`config.mk`:
```
export PLATFORM = sky130hd
export DESIGN_NAME = least_loaded_source_picker_top
export DESIGN_NICKNAME = d
export VERILOG_FILES = /design/src/rtl/lip_pkg.sv /design/src/rtl/lip_ctrl.sv /design/src/rtl/lip_datapath.sv /design/src/rtl/least_loaded_source_picker_top.sv
export SDC_FILE = /design/constraint.sdc
export NUM_CORES = 1
export LEC_CHECK = 0
export BUFFER_PORTS_ARGS = -buffer_cell sky130_fd_sc_hd__buf_2
export CAP_MARGIN = 20
export CELL_PAD_IN_SITES_DETAIL_PLACEMENT = 0
export CELL_PAD_IN_SITES_GLOBAL_PLACEMENT = 2
export CORE_MARGIN = 2
export CORE_UTILIZATION = 49
export CTS_CLUSTER_DIAMETER = 100
export DETAILED_ROUTE_END_ITERATION = 8
export PLACE_DENSITY = 0.95
export SKIP_CTS_REPAIR_TIMING = 1
export SLEW_MARGIN = 20
export SYNTH_ARGS = -nofsm -noshare
export SYNTH_HDL_FRONTEND = slang
export SYNTH_SLANG_ARGS = --single-unit
```
`constraint.sdc`:
```
create_clock -name clk -period 7.9 [get_ports clk]
set_input_delay 0.79 -clock clk [delete_from_list [all_inputs] [get_ports clk]]
set_output_delay 0.79 -clock clk [all_outputs]
set_load 0.05 [all_outputs]
```
`src/rtl/lip_pkg.sv`:
```
package lip_pkg;

  localparam int HANDLE_W = 16;
  localparam int STATUS_W = 2;

  localparam logic [STATUS_W-1:0] ST_GRANT     = 2'd0;
  localparam logic [STATUS_W-1:0] ST_OPEN      = 2'd1;
  localparam logic [STATUS_W-1:0] ST_EXHAUSTED = 2'd2;

  localparam logic CMD_PICK    = 1'b0;
  localparam logic CMD_RELEASE = 1'b1;

  // controller to datapath
  typedef struct packed {
    logic load_in;   // capture request, clear scan results
    logic rd_en;     // table read at rd_addr
    logic rd_shift;  // read belongs to the compaction sweep
    logic commit;    // apply decision, write table, load result
  } lip_cmd_t;

  // datapath to controller
  typedef struct packed {
    logic is_release;
    logic out_free;
    logic match_found;
    logic match_exh;
    logic match_last;
  } lip_status_t;

endpackage

```
`src/rtl/lip_ctrl.sv`:
```
module lip_ctrl
  import lip_pkg::*;
#(
  parameter int MAX_OPEN = 8
) (
  input  logic                       clk,
  input  logic                       rst,
  input  logic                       in_valid,
  output logic                       in_ready,
  input  lip_status_t                st,
  input  logic [$clog2(MAX_OPEN+1)-1:0] length,
  input  logic [((MAX_OPEN > 1) ? $clog2(MAX_OPEN) : 1)-1:0] match_idx,
  output lip_cmd_t                   cmd,
  output logic [((MAX_OPEN > 1) ? $clog2(MAX_OPEN) : 1)-1:0] rd_addr
);

  localparam int IW = (MAX_OPEN > 1) ? $clog2(MAX_OPEN) : 1;
  localparam int LW = $clog2(MAX_OPEN + 1);

  typedef enum logic [2:0] {
    S_IDLE, S_SCAN, S_DRAIN, S_COMMIT, S_SHIFT, S_SDRAIN
  } state_t;

  state_t        state;
  logic [LW-1:0] cnt;

  always_ff @(posedge clk) begin
    if (rst) begin
      state <= S_IDLE;
      cnt   <= '0;
    end else begin
      unique case (state)
        S_IDLE: begin
          if (in_valid) begin
            cnt   <= '0;
            state <= (length == '0) ? S_COMMIT : S_SCAN;
          end
        end
        S_SCAN: begin
          cnt <= cnt + LW'(1);
          if (cnt + LW'(1) == length) state <= S_DRAIN;
        end
        S_DRAIN: state <= S_COMMIT;
        S_COMMIT: begin
          if (!st.is_release) begin
            if (st.out_free) state <= S_IDLE;
          end else if (st.match_found && st.match_exh && !st.match_last) begin
            cnt   <= LW'(match_idx) + LW'(1);
            state <= S_SHIFT;
          end else begin
            state <= S_IDLE;
          end
        end
        // length already shrunk here, so the last old entry sits at index length
        S_SHIFT: begin
          cnt <= cnt + LW'(1);
          if (cnt == length) state <= S_SDRAIN;
        end
        S_SDRAIN: state <= S_IDLE;
        default: state <= S_IDLE;
      endcase
    end
  end

  always_comb begin
    in_ready     = (state == S_IDLE);
    cmd.load_in  = in_valid && (state == S_IDLE);
    cmd.rd_en    = (state == S_SCAN) || (state == S_SHIFT);
    cmd.rd_shift = (state == S_SHIFT);
    cmd.commit   = (state == S_COMMIT) && (st.is_release || st.out_free);
    rd_addr      = cnt[IW-1:0];
  end

endmodule

```
`src/rtl/lip_datapath.sv`:
```
module lip_datapath
  import lip_pkg::*;
#(
  parameter int MAX_OPEN   = 8,
  parameter int COUNT_BITS = 8
) (
  input  logic                  clk,
  input  logic                  rst,
  input  logic                  in_cmd,
  input  logic                  in_avail,
  input  logic                  in_par,
  input  logic [HANDLE_W-1:0]   in_handle,
  input  logic                  in_exh,
  input  lip_cmd_t              cmd,
  input  logic [((MAX_OPEN > 1) ? $clog2(MAX_OPEN) : 1)-1:0] rd_addr,
  output lip_status_t           st,
  output logic [$clog2(MAX_OPEN+1)-1:0] length,
  output logic [((MAX_OPEN > 1) ? $clog2(MAX_OPEN) : 1)-1:0] match_idx,
  output logic                  out_valid,
  input  logic                  out_ready,
  output logic [STATUS_W-1:0]   out_status,
  output logic [HANDLE_W-1:0]   out_handle,
  output logic                  out_par
);

  localparam int IW = (MAX_OPEN > 1) ? $clog2(MAX_OPEN) : 1;
  localparam int LW = $clog2(MAX_OPEN + 1);
  localparam logic [COUNT_BITS-1:0] CNT_MAX = '1;

  // table storage
  logic [HANDLE_W-1:0]   mem_handle [MAX_OPEN];
  logic                  mem_par    [MAX_OPEN];
  logic [COUNT_BITS-1:0] mem_calls  [MAX_OPEN];

  logic                  rd_valid_q, rd_shift_q;
  logic [IW-1:0]         rd_idx_q;
  logic [HANDLE_W-1:0]   rd_handle_q;
  logic                  rd_par_q;
  logic [COUNT_BITS-1:0] rd_calls_q;

  // captured request
  logic                  cmd_q, avail_q, par_q, exh_q;
  logic [HANDLE_W-1:0]   rh_q;

  logic [HANDLE_W-1:0]   next_handle;

  // scan results
  logic                  found_idle, have_best, match_found;
  logic [IW-1:0]         idle_idx, best_idx;
  logic [HANDLE_W-1:0]   idle_handle, best_handle;
  logic                  idle_par, best_par;
  logic [COUNT_BITS-1:0] best_calls, match_calls;

  logic                  wr_en;
  logic [IW-1:0]         wr_addr;
  logic [HANDLE_W-1:0]   wr_handle;
  logic                  wr_par;
  logic [COUNT_BITS-1:0] wr_calls;
  logic                  pick_commit, open_new, shrink;
  logic [STATUS_W-1:0]   res_status;
  logic [HANDLE_W-1:0]   res_handle;
  logic                  res_par;
  logic                  better, scan_hit;

  assign scan_hit = rd_valid_q && !rd_shift_q;
  assign better   = (rd_par_q && !best_par) ||
                    ((rd_par_q == best_par) && (rd_calls_q < best_calls));

  always_comb begin
    pick_commit = cmd.commit && (cmd_q == CMD_PICK);
    open_new    = 1'b0;
    shrink      = 1'b0;
    wr_en       = 1'b0;
    wr_addr     = rd_idx_q - IW'(1);
    wr_handle   = rd_handle_q;
    wr_par      = rd_par_q;
    wr_calls    = rd_calls_q;
    res_status  = ST_GRANT;
    res_handle  = best_handle;
    res_par     = best_par;
    if (rd_valid_q && rd_shift_q) begin
      wr_en = 1'b1;
    end else if (pick_commit) begin
      priority if (found_idle) begin
        wr_en      = 1'b1;
        wr_addr    = idle_idx;
        wr_handle  = idle_handle;
        wr_par     = idle_par;
        wr_calls   = COUNT_BITS'(1);
        res_handle = idle_handle;
        res_par    = idle_par;
      end else if (avail_q && (length != LW'(MAX_OPEN))) begin
        open_new   = 1'b1;
        wr_en      = 1'b1;
        wr_addr    = length[IW-1:0];
        wr_handle  = next_handle;
        wr_par     = par_q;
        wr_calls   = COUNT_BITS'(1);
        res_status = ST_OPEN;
        res_handle = next_handle;
        res_par    = par_q;
      end else if (length == '0) begin
        res_status = ST_EXHAUSTED;
        res_handle = '0;
        res_par    = 1'b0;
      end else begin
        wr_en     = 1'b1;
        wr_addr   = best_idx;
        wr_handle = best_handle;
        wr_par    = best_par;
        wr_calls  = (best_calls == CNT_MAX) ? CNT_MAX : best_calls + COUNT_BITS'(1);
      end
    end else if (cmd.commit && match_found) begin
      // release: drop the entry when exhausted, else saturating decrement
      if (exh_q) begin
        shrink = 1'b1;
      end else begin
        wr_en     = 1'b1;
        wr_addr   = match_idx;
        wr_handle = rh_q;
        wr_par    = best_par;
        wr_calls  = (match_calls == '0) ? '0 : match_calls - COUNT_BITS'(1);
      end
    end
  end

  // release write must keep the flag of the matched entry: use a masked write
  logic wr_keep_par;
  assign wr_keep_par = cmd.commit && (cmd_q == CMD_RELEASE);

  always_ff @(posedge clk) begin
    if (wr_en) begin
      mem_handle[wr_addr] <= wr_handle;
      mem_calls[wr_addr]  <= wr_calls;
      if (!wr_keep_par) mem_par[wr_addr] <= wr_par;
    end
    if (cmd.rd_en) begin
      rd_handle_q <= mem_handle[rd_addr];
      rd_par_q    <= mem_par[rd_addr];
      rd_calls_q  <= mem_calls[rd_addr];
    end
    rd_idx_q <= rd_addr;
  end

  always_ff @(posedge clk) begin
    if (rst) begin
      rd_valid_q  <= 1'b0;
      rd_shift_q  <= 1'b0;
      length      <= '0;
      next_handle <= '0;
      out_valid   <= 1'b0;
      found_idle  <= 1'b0;
      have_best   <= 1'b0;
      match_found <= 1'b0;
      cmd_q       <= CMD_PICK;
    end else begin
      rd_valid_q <= cmd.rd_en;
      rd_shift_q <= cmd.rd_shift;
      if (open_new) begin
        length      <= length + LW'(1);
        next_handle <= next_handle + HANDLE_W'(1);
      end else if (shrink) begin
        length <= length - LW'(1);
      end
      if (pick_commit) out_valid <= 1'b1;
      else if (out_ready) out_valid <= 1'b0;
      if (cmd.load_in) begin
        cmd_q       <= in_cmd;
        found_idle  <= 1'b0;
        have_best   <= 1'b0;
        match_found <= 1'b0;
      end else if (scan_hit) begin
        if (!found_idle && (rd_calls_q == '0)) found_idle <= 1'b1;
        have_best <= 1'b1;
        if (!match_found && (rd_handle_q == rh_q)) match_found <= 1'b1;
      end
    end
  end

  // payload registers
  always_ff @(posedge clk) begin
    if (cmd.load_in) begin
      avail_q <= in_avail;
      par_q   <= in_par;
      rh_q    <= in_handle;
      exh_q   <= in_exh;
    end
    if (scan_hit) begin
      if (!found_idle && (rd_calls_q == '0)) begin
        idle_idx    <= rd_idx_q;
        idle_handle <= rd_handle_q;
        idle_par    <= rd_par_q;
      end
      if (!have_best || better) begin
        best_idx    <= rd_idx_q;
        best_handle <= rd_handle_q;
        best_par    <= rd_par_q;
        best_calls  <= rd_calls_q;
      end
      if (!match_found && (rd_handle_q == rh_q)) begin
        match_idx   <= rd_idx_q;
        match_calls <= rd_calls_q;
      end
    end
    if (pick_commit) begin
      out_status <= res_status;
      out_handle <= res_handle;
      out_par    <= res_par;
    end
  end

  always_comb begin
    st.is_release  = (cmd_q == CMD_RELEASE);
    st.out_free    = !out_valid || out_ready;
    st.match_found = match_found;
    st.match_exh   = exh_q;
    st.match_last  = (LW'(match_idx) + LW'(1) == length);
  end

  a_len_bound: assert property (@(posedge clk) disable iff (rst)
    length <= LW'(MAX_OPEN))
    else $error("table length above capacity");

  a_pick_result: assert property (@(posedge clk) disable iff (rst)
    pick_commit |=> out_valid)
    else $error("pick finished without a result");

  a_handle_open: assert property (@(posedge clk) disable iff (rst)
    open_new |=> (next_handle == $past(next_handle) + HANDLE_W'(1)) &&
                 (length == $past(length) + LW'(1)))
    else $error("opening did not append an entry");

  a_no_overlap: assert property (@(posedge clk) disable iff (rst)
    (rd_valid_q && rd_shift_q) |-> !cmd.commit)
    else $error("compaction write collides with commit");

endmodule

```
`src/rtl/least_loaded_source_picker_top.sv`:
```
// a request is taken only when idle, one at a time; the table is then scanned one entry
//   a cycle through its read port, then committed (an empty table skips the scan)
// a pick waits in commit until the result register is free; a release that removes an
//   entry other than the last adds a compaction sweep that moves each later entry down
// reset: synchronous, active high; clears table length, handle counter and output valid
module least_loaded_source_picker_top
  import lip_pkg::*;
#(
  parameter int MAX_OPEN   = 8,
  parameter int COUNT_BITS = 8
) (
  input  logic        clk,
  input  logic        rst,
  // request stream
  input  logic        s_tvalid,
  output logic        s_tready,
  input  logic [23:0] s_tdata,   // file_available, file_parallel, release_handle[15:0],
                                 // was_exhausted, zero fill
  input  logic [0:0]  s_tuser,   // cmd
  // result stream, one transfer per pick
  output logic        m_tvalid,
  input  logic        m_tready,
  output logic [23:0] m_tdata,   // granted_handle[15:0], granted_parallel, zero fill
  output logic [1:0]  m_tuser    // status
);

  localparam int IW = (MAX_OPEN > 1) ? $clog2(MAX_OPEN) : 1;
  localparam int LW = $clog2(MAX_OPEN + 1);

  lip_cmd_t      cmd;
  lip_status_t   st;
  logic [LW-1:0] length;
  logic [IW-1:0] match_idx;
  logic [IW-1:0] rd_addr;
  logic [HANDLE_W-1:0] granted_handle;
  logic          granted_parallel;

  // sequencer: accept, scan, decide, compact
  lip_ctrl #(
    .MAX_OPEN(MAX_OPEN)
  ) u_ctrl (
    .clk      (clk),
    .rst      (rst),
    .in_valid (s_tvalid),
    .in_ready (s_tready),
    .st       (st),
    .length   (length),
    .match_idx(match_idx),
    .cmd      (cmd),
    .rd_addr  (rd_addr)
  );

  // table, scan compare, output register
  lip_datapath #(
    .MAX_OPEN  (MAX_OPEN),
    .COUNT_BITS(COUNT_BITS)
  ) u_dp (
    .clk       (clk),
    .rst       (rst),
    .in_cmd    (s_tuser[0]),
    .in_avail  (s_tdata[0]),
    .in_par    (s_tdata[1]),
    .in_handle (s_tdata[17:2]),
    .in_exh    (s_tdata[18]),
    .cmd       (cmd),
    .rd_addr   (rd_addr),
    .st        (st),
    .length    (length),
    .match_idx (match_idx),
    .out_valid (m_tvalid),
    .out_ready (m_tready),
    .out_status(m_tuser),
    .out_handle(granted_handle),
    .out_par   (granted_parallel)
  );

  // result packing, zero fill up to a whole byte
  assign m_tdata = {7'd0, granted_parallel, granted_handle};

endmodule
```
# == After elaboration in Yosys (flattened, before gate mapping) ==
# Memories as Yosys holds them, arrays and structs flattened. A register that Yosys moved wholly into a read port is not among the register bits.
# Index checks and enable logic that the tools add are counted.
# Widths: inputs -> output; s select.
# totals
regBits,134
ram_bits,200
inputBits,29
output_inout_bits,28
elab_cells,177
n_memories,3
# memory_table
memory,words,word_bits,rd,rd_clocked_by_memory_dff,wr,line_no,rtl
u_dp.mem_handle,8,16,1,1,1,lip_datapath.sv:31,logic [HANDLE_W-1:0] mem_handle [MAX_OPEN];
u_dp.mem_calls,8,8,1,1,1,lip_datapath.sv:33,logic [COUNT_BITS-1:0] mem_calls [MAX_OPEN];
u_dp.mem_par,8,1,1,1,1,lip_datapath.sv:32,logic mem_par [MAX_OPEN];
# classes
add_sub_neg,8
magnitude_cmp,1
n_eq_ne,17
mux,76
bitwise_logic,1
n_reduce_logical,42
# ops
cell,n
$mux 16,11
$mux 8,9
$mux 3,13
$mux 1,34
$mux 4,5
$add 16x1->16 const B,1
$eq 16x16->1,1
$logic_not 8->1,2
$pmux 3 s5,1
$logic_and 1x1->1,14
$eq 4x4->1,3
$pmux 4 s3,1
$add 4x1->4 const B,2
$add 8x1->8 const B,1
$eq 8x8->1 const B,1
$lt 8x8->1,1
$reduce_and 4->1,2
$sub 8x1->8 const B,1
$logic_not 1->1,7
$eq 3x2->1 const B,2
$ne 2x1->1 const B,3
$reduce_and 2->1,3
$reduce_or 2->1,3
$logic_or 1x1->1,5
other kinds (16),19

# == Logic depth before layout (Yosys ltp) ==
# Gate-level depths: netlist (run 1).
# logic_depth
ltp_word,10
mapped_depth,12
mapped_depth_nobuf,10

# == Modules after synthesis ==
# From an unflattened synthesis (run 1), not the netlist that was laid out.
# unflattened
hier_cells,1037
hier_area_um2,15727.6
# by_module_without_submodules
module,n_inst,cells_per_inst,area_each_um2,seq_area_each_um2
lip_datapath,1,950,15041.9,10269.8
lip_ctrl,1,78,621.8,140.1
least_loaded_source_picker_top,1,9,63.8,0.0

# == Least setup slack after synthesis (run 1) ==
# No wires, ideal clock.
# synth_path
path_kind,input-to-reg
from,in m_tready
to,"mem u_dp.mem_calls[6][0], enable pin"
setup_ps,405
t_arrival_ps,3122
required_ps,7495
setup_slack_ps,4374
path_stages,6
path_buffers,0
cell_sequence,nand2b_1 nand2b_1 inv_1 o211ai_1 or2_1 nor2_1
# synth_between
elab_cells_between_ends,13
cone_classes,mux: 8; reduce/logical: 5
# synth_lines
item,line_no,rtl
from (decl),least_loaded_source_picker_top.sv:22,"input logic m_tready,"
$logic_or 1x1->1 *,lip_datapath.sv:214,st.out_free = !out_valid || out_ready;
$logic_or 1x1->1 *,lip_ctrl.sv:70,cmd.commit = (state == S_COMMIT) && (st.is_release || st.out_free);
$logic_and 1x1->1 *,lip_ctrl.sv:70,
$logic_and 1x1->1 *,lip_datapath.sv:70,pick_commit = cmd.commit && (cmd_q == CMD_PICK);
named net u_dp.pick_commit,lip_datapath.sv:59,"logic pick_commit, open_new, shrink;"
$mux 1,lip_datapath.sv:83,end else if (pick_commit) begin
$mux 1,lip_datapath.sv:81,if (rd_valid_q && rd_shift_q) begin
$mux 1,lip_datapath.sv:132,if (wr_en) begin
$mux 1 (implied by the code),lip_datapath.sv:134,mem_calls[wr_addr] <= wr_calls;
to (decl),lip_datapath.sv:33,
# The timed path passes the listed nets; every way through them passes the cells marked *.

# == Worst setup path in the final report (run 1) ==
# layout_path
from,reg u_ctrl.state[1]
to,"mem u_dp.mem_handle[3][7], enable pin"
# layout_between
elab_chain_cells,8
elab_cells_between_ends,12
cone_classes,eq/ne: 1; mux: 8; reduce/logical: 3
# layout_lines
item,line_no,rtl
from (decl),lip_ctrl.sv:24,state_t state;
from (signal assigned),lip_ctrl.sv:36,state <= (length == '0) ? S_COMMIT : S_SCAN;
$eq 3x2->1 *,lip_ctrl.sv:70,
$logic_and 1x1->1 *,lip_ctrl.sv:70,
$logic_and 1x1->1,lip_datapath.sv:113,end else if (cmd.commit && match_found) begin
$mux 1,lip_datapath.sv:113,
$mux 1,lip_datapath.sv:83,
$mux 1,lip_datapath.sv:81,
$mux 1,lip_datapath.sv:132,
$mux 1 (implied by the code),lip_datapath.sv:133,mem_handle[wr_addr] <= wr_handle;
to (decl),lip_datapath.sv:31,
# Mark *: on every way between the ends. The rest lies on a longest branch, timed or not.

==> impl_metrics.json, run 1 <==
{
  "status": "finished clean",
  "rows": 64,
  "vias_per_cell": 6.10,
  "yosysSeqAreaShare": 0.674,
  "clock_path_buffers": 3,
  "ys_types": 74,
  "io_buffers": 44,
  "core_mm2": 0.0308,
  "critPathMaxStageDelay_ns": 0.83,
  "cts_tree": "built",
  "power.leakage_nw": 5.73,
  "root_buffer": "clkbuf_16",
  "track_usage": 0.214,
  "crit_slowest_cell": "dfxtp_1",
  "dieArea_mm2": 0.0329,
  "final_layout_size_suffix_gt1_frac": 0.208,
  "fin_tns_setup_ns": 0,
  "gp_congestion": 0.794,
  "max_freq_mhz": 255,
  "start_util": 0.501,
  "insertion_delay_ns": 0.54,
  "grt_max_degree": 56,
  "grt_pass1_vias": 8979,
  "path_class": "reg2reg",
  "synth_ff_type": "edfxtp_1",
  "pwr-share-seq": 0.476,
  "finish.instance_area_mm2": 0.0173,
  "rsz0062_at_grt": "false",
  "ant_nets": 0,
  "arrival_ns": 4.08,
  "die_h_um": 182,
  "power.density_mw_per_mm2": 312,
  "cp_max_fo": 24,
  "avgSynthCellArea_um2": 15.1,
  "cap_violations": 0,
  "grt.overflow.total": 0,
  "endpoint": "u_dp.mem_handle[3][7]",
  "dpl.hpwl_um": 21300,
  "first_pass_iters": 7,
  "finalSetupViolations": 0,
  "finClkSkew_ns": 0.0252,
  "slew_headroom": 0.294,
  "hp-class": "in2reg",
  "synth_edf_count": 322,
  "cts.sinks": 359,
  "fin_crit_sh": 0.496,
  "switching_share": 0.294,
  "path_clk_slew_ns": 0.06,
  "synthCells": 1023,
  "crit_start": "u_ctrl.state[1]",
  "worstMarginPinSlew_ns": 1.05,
  "die_w_um": 182,
  "routed_wl_um": 34900,
  "place_area_mm2": 0.0161,
  "report.final.slew_viol_count": 0,
  "rrSetupSlack_ns": 3.98,
  "reg2reg_from": "u_ctrl.state[1]",
  "async_flop_share": 0,
  "fin_nets": 1120,
  "ios": 57,
  "pwr-share-clk": 0.318,
  "syn_area_mm2": 0.0154,
  "syn_to_final_growth_pct": 12.1,
  "p_sw_mw": 1.59,
  "fin_crit_ns": 3.92,
  "intPower_mw": 3.81,
  "ys_warn_count": 0,
  "startpoint_type": "flip-flop",
  "finish.utilization": 0.561,
  "via_count": 9126,
  "drt_iter0_markers": 1013,
  "drc_errors": 0,
  "irDropWorstVdd_mv": 0.195,
  "comb_power_share": 0.206,
  "reg2reg_depth": 6,
  "h-tree-depth": 2,
  "ys_seq_elements": 359,
  "cts_buffers": 38,
  "hold_slack_ns": 0.425,
  "antennaDiodeCount": 0,
  "hold_viol_final": 0,
  "crit_path_cell_trace": "nand3b_1 > or3_1 > nor2_1 > a211oi_2 > nor2_2 > buf_4",
  "grt_pass1_wl_um": 53200,
  "antenna_found_initial": 0,
  "end_kind": "flip-flop",
  "critical_path_required_ns": 8.07,
  "post_drt_wl_per_cell_um": 23.3,
  "reg2reg_to": "u_dp.mem_handle[3][7]"
}
==> cells in the final DEF (no fill, tap or decap), types with 6 or more instances in the layout <==
master and n:
a311oi_1 8, o21ai_0 60, a22oi_1 6, xor2_1 33
mux2i_1 20, clkinv_2 10, edfxtp_1 322, buf_2 44
buf_4 20, a21oi_1 24, nand2_1 64, o221a_2 11
nand2b_1 14, nand3_1 34, nor2_2 8, dfxtp_1 35
nor3_1 14, nor2_1 55, a21o_1 7, mux4_2 50
inv_1 25, ha_1 17, mux2_2 26, xnor2_1 20
clkbuf_1 8, conb_1 7, nor4_1 9, clkbuf_16 38
==> worst max-delay path, delay by kind of cell (launching register included) <==
kind / cells / cell delay, ns
DFF: 1 / 0.83
AOI/OAI and AO/OA: 1 / 0.34
and+or+nand+nor: 4 / 1.93
buffers and inverters: 1 / 0.41
==> flip-flops by register name, summed over array words and instances, names as in the netlist, 16 cells and up <==
name and count:
u_dp.mem_handle 128, u_dp.mem_calls 64, u_dp.best_handle 16, u_dp.idle_handle 16, u_dp.next_handle 16, u_dp.out_handle 16
u_dp.rd_handle_q 16, u_dp.rh_q 16
==> cell usage after synthesis (20+ instances only) <==
| cell | instances | area (um^2) |
|---|---|---|
| nand3_1 | 34 | 170 |
| a21oi_1 | 25 | 125 |
| xor2_1 | 33 | 289 |
| o21ai_0 | 60 | 300 |
| clkbuf_1 | 36 | 135 |
| inv_1 | 25 | 93.8 |
| mux2_2 | 26 | 293 |
| nor2_1 | 63 | 236 |
| dfxtp_1 | 37 | 741 |
| edfxtp_1 | 322 | 9670 |
| mux2i_1 | 20 | 200 |
| mux4_2 | 50 | 1130 |
| nand2_1 | 64 | 240 |
| xnor2_1 | 20 | 175 |
==> through the flow <==
stage	instances	worst slack, ns	power (mW)
finish	1495	3.98	5.39
global route	1495	3.73	5.61
CTS	1495	4.02	5.41
detailed placement	1429	4.04	3.71
global placement	1429	4.11	3.67
floorplan	1029	4.37	3.35
==> layer usage <==
layer / share of wire / GRT usage / up-vias
met5: 0 / 0 / -
met4: 0.027 / 0.0761 / 0
met3: 0.072 / 0.0319 / 69
met2: 0.47 / 0.346 / 363
met1: 0.43 / 0.298 / 4639
li1: - / - / 4055
==> worst min-delay path by stage <==
| stage | slack [ns] | from | cells after the start | to |
|---|---|---|---|---|
| floorplan | 0.35 | u_ctrl.cnt[1] | 0 | u_dp.rd_idx_q[1] |
| global placement | 0.44 | u_dp.have_best | 1 | u_dp.have_best |
| detailed placement | 0.47 | u_dp.have_best | 1 | u_dp.have_best |
| CTS | 0.41 | s_tdata[16] | 1 | u_dp.rh_q[14] |
| global route | 0.41 | s_tdata[8] | 1 | u_dp.rh_q[6] |
| finish | 0.43 | s_tdata[16] | 1 | u_dp.rh_q[14] |
==> power groups by stage <==
| stage | registers, mW | logic, mW | clock network (mW) |
|---|---|---|---|
| CTS | 2.56 | 1.11 | 1.74 |
| global placement | 2.59 | 1.07 | 0 |
| finish | 2.57 | 1.11 | 1.71 |
| global route | 2.58 | 1.21 | 1.82 |
| detailed placement | 2.60 | 1.10 | 0 |
| floorplan | 2.58 | 0.768 | 0 |
==> logic make-up (layout without fill, tap and decap cells) <==
family	count (synthesis)	in the layout	share of synthesized area
compound gates	166	166	0.0731
xor+xnor	53	53	0.0301
fa+ha+maj	18	18	0.0151
buf+inv	88	158	0.0243
flops	359	359	0.674
mux	97	97	0.106
other cells	1	7	0.000243
simple gates	241	241	0.0774
==> area by class of cell <==
class / instances / area (um^2)
timing repair buffer: 65 / 382
inverter: 27 / 101
clock buffer: 46 / 981
multi-input combinational: 582 / 4720
fill: 2344 / 13500
clock inverter: 20 / 214
sequential: 359 / 10400
tap: 396 / 495
Power figures use the tool's default switching activity.
==> run 2, diff against run 1 <==
Settings changed: CORE_UTILIZATION 49 to 46, PLACE_DENSITY 0.95 to 0.92.
Clock period 7.9 ns to 3.8 ns, I/O delays scaled along.
==> run 2 against run 1 <==
Net effect:
- sequential cell count unchanged
- first-iteration DRC count decreased by 29%
- power increased by 110%
- sequential power increased by 110%
- worst hold slack got worse by 0.41 ns
- non-clock buffer count increased by 18
- maximum frequency increased by 20%
- largest power group unchanged
==> impl_metrics.json, run 2 (same netlist as run 1, synthesis figures left out) <==
{
  "cp_max_fo": 24,
  "dpl.hpwl_um": 21800,
  "track_usage": 0.197,
  "io_buffers": 44,
  "final_layout_size_suffix_gt1_frac": 0.220,
  "cts_buffers": 36,
  "grt_pass1_wl_um": 52400,
  "final_common_cell": "edfxtp_1",
  "power.density_mw_per_mm2": 650,
  "finClkSkew_ns": 0.0256,
  "largestRegisters": "u_dp.mem_handle: 128 flops, u_dp.mem_calls: 64 flops",
  "finish.utilization": 0.531,
  "grt.overflow.total": 0,
  "path_class": "reg2reg",
  "syn_to_final_growth_pct": 14.4,
  "place_area_mm2": 0.0164,
  "die_h_um": 187,
  "max_freq_mhz": 306,
  "fin_crit_ns": 3.27,
  "slew_headroom": 0.362,
  "h-tree-depth": 2,
  "cts_tree": "built",
  "via_count": 8910,
  "power.leakage_nw": 5.86,
  "ant_nets": 0,
  "insertion_delay_ns": 0.55,
  "start_util": 0.464,
  "report.final.slew_viol_count": 0,
  "cap_violations": 0,
  "ios": 57,
  "path_clk_slew_ns": 0.06,
  "die_w_um": 187,
  "grt_max_degree": 54,
  "fin_tns_setup_ns": 0,
  "fin_crit_sh": 0.861,
  "largest-register": "u_dp.mem_handle",
  "grt_pass1_vias": 8729,
  "finish.instance_area_mm2": 0.0177,
  "first_pass_iters": 5,
  "core_mm2": 0.0333,
  "gp_congestion": 0.840,
  "startpoint_type": "flip-flop",
  "routed_wl_um": 34400,
  "drc_errors": 0,
  "rows": 67,
  "worstMarginPinSlew_ns": 0.944,
  "arrival_ns": 3.55,
  "clock_path_buffers": 3,
  "hold_viol_final": 0,
  "fin_nets": 1136,
  "antenna_found_initial": 0,
  "cts.sinks": 359,
  "largest_reg_flops": 128,
  "rsz0062_at_grt": "false",
  "finalSetupViolations": 0,
  "vias_per_cell": 5.70,
  "root_buffer": "clkbuf_16",
  "drt_iter0_markers": 717,
  "critical_path_required_ns": 4.08,
  "status": "finished clean",
  "end_kind": "flip-flop",
  "hp-class": "in2reg",
  "dieArea_mm2": 0.0350,
  "irDropWorstVdd_mv": 0.515,
  "post_drt_wl_per_cell_um": 22.0,
  "antennaDiodeCount": 0,
  "final_cell_mix": "edfxtp_1 (322), nand2_1 (64), o21ai_0 (60)"
}
## run 2: through the flow
stage / hold slack [ns] / power [mW] / setup WS, ns / cells
global route: 0.000543 / 12.0 / 0.391 / 1564
CTS: -0.0110 / 11.5 / 0.579 / 1564
finish: 0.0105 / 11.5 / 0.529 / 1564
detailed placement: 0.456 / 7.77 / 0.620 / 1499
global placement: 0.454 / 7.70 / 0.607 / 1499
floorplan: 0.353 / 6.96 / 0.481 / 1029
## run 2: worst paths after layout
| kind | from | end | slack [ns] | cells after the start |
|---|---|---|---|---|
| hold / removal | s_tdata[7] | u_dp.rh_q[5] | 0.01 | 1 |
| setup reg to reg | u_dp.length[3] | u_dp.mem_calls[3][2] | 0.53 | 6 |
| hold reg to reg | u_dp.have_best | u_dp.have_best | 0.48 | 1 |
| setup / recovery | u_dp.length[3] | u_dp.mem_calls[3][2] | 0.53 | 6 |
## run 2: report_power, final
group          leakage [nW]  switching (mW)  internal (mW)
clock                 0.606            1.51           2.26
combinational          2.02            1.52          0.881
sequential             3.23           0.292           5.03
total                  5.86            3.32           8.17
## run 2: worst max-delay path, cell delays in order, from the launching register on
cell	delay (ns)
dfxtp_1	0.54
or4b_1	0.77
a21oi_2	0.40
a211oi_1	0.16
a211oi_2	0.75
nor2_2	0.15
buf_12	0.23
## run 2: layer usage
metal | wire (um) | track usage | part of all wire | vias up
met5 | 0 | 0 | 0 | -
met4 | 854 | 0.0644 | 0.025 | 0
met3 | 2150 | 0.0280 | 0.062 | 60
met2 | 16600 | 0.319 | 0.48 | 324
met1 | 14800 | 0.276 | 0.43 | 4448
li1 | - | - | - | 4078
## run 2: final cells by class
| cell class | instances | area (um^2) |
|---|---|---|
| Inverter | 27 | 101 |
| Tap cell | 448 | 561 |
| Timing Repair Buffer | 83 | 601 |
| Clock inverter | 19 | 333 |
| Fill cell | 2665 | 15600 |
| Clock buffer | 46 | 938 |
| Sequential cell | 359 | 10400 |
| Multi-Input combinational cell | 582 | 4720 |
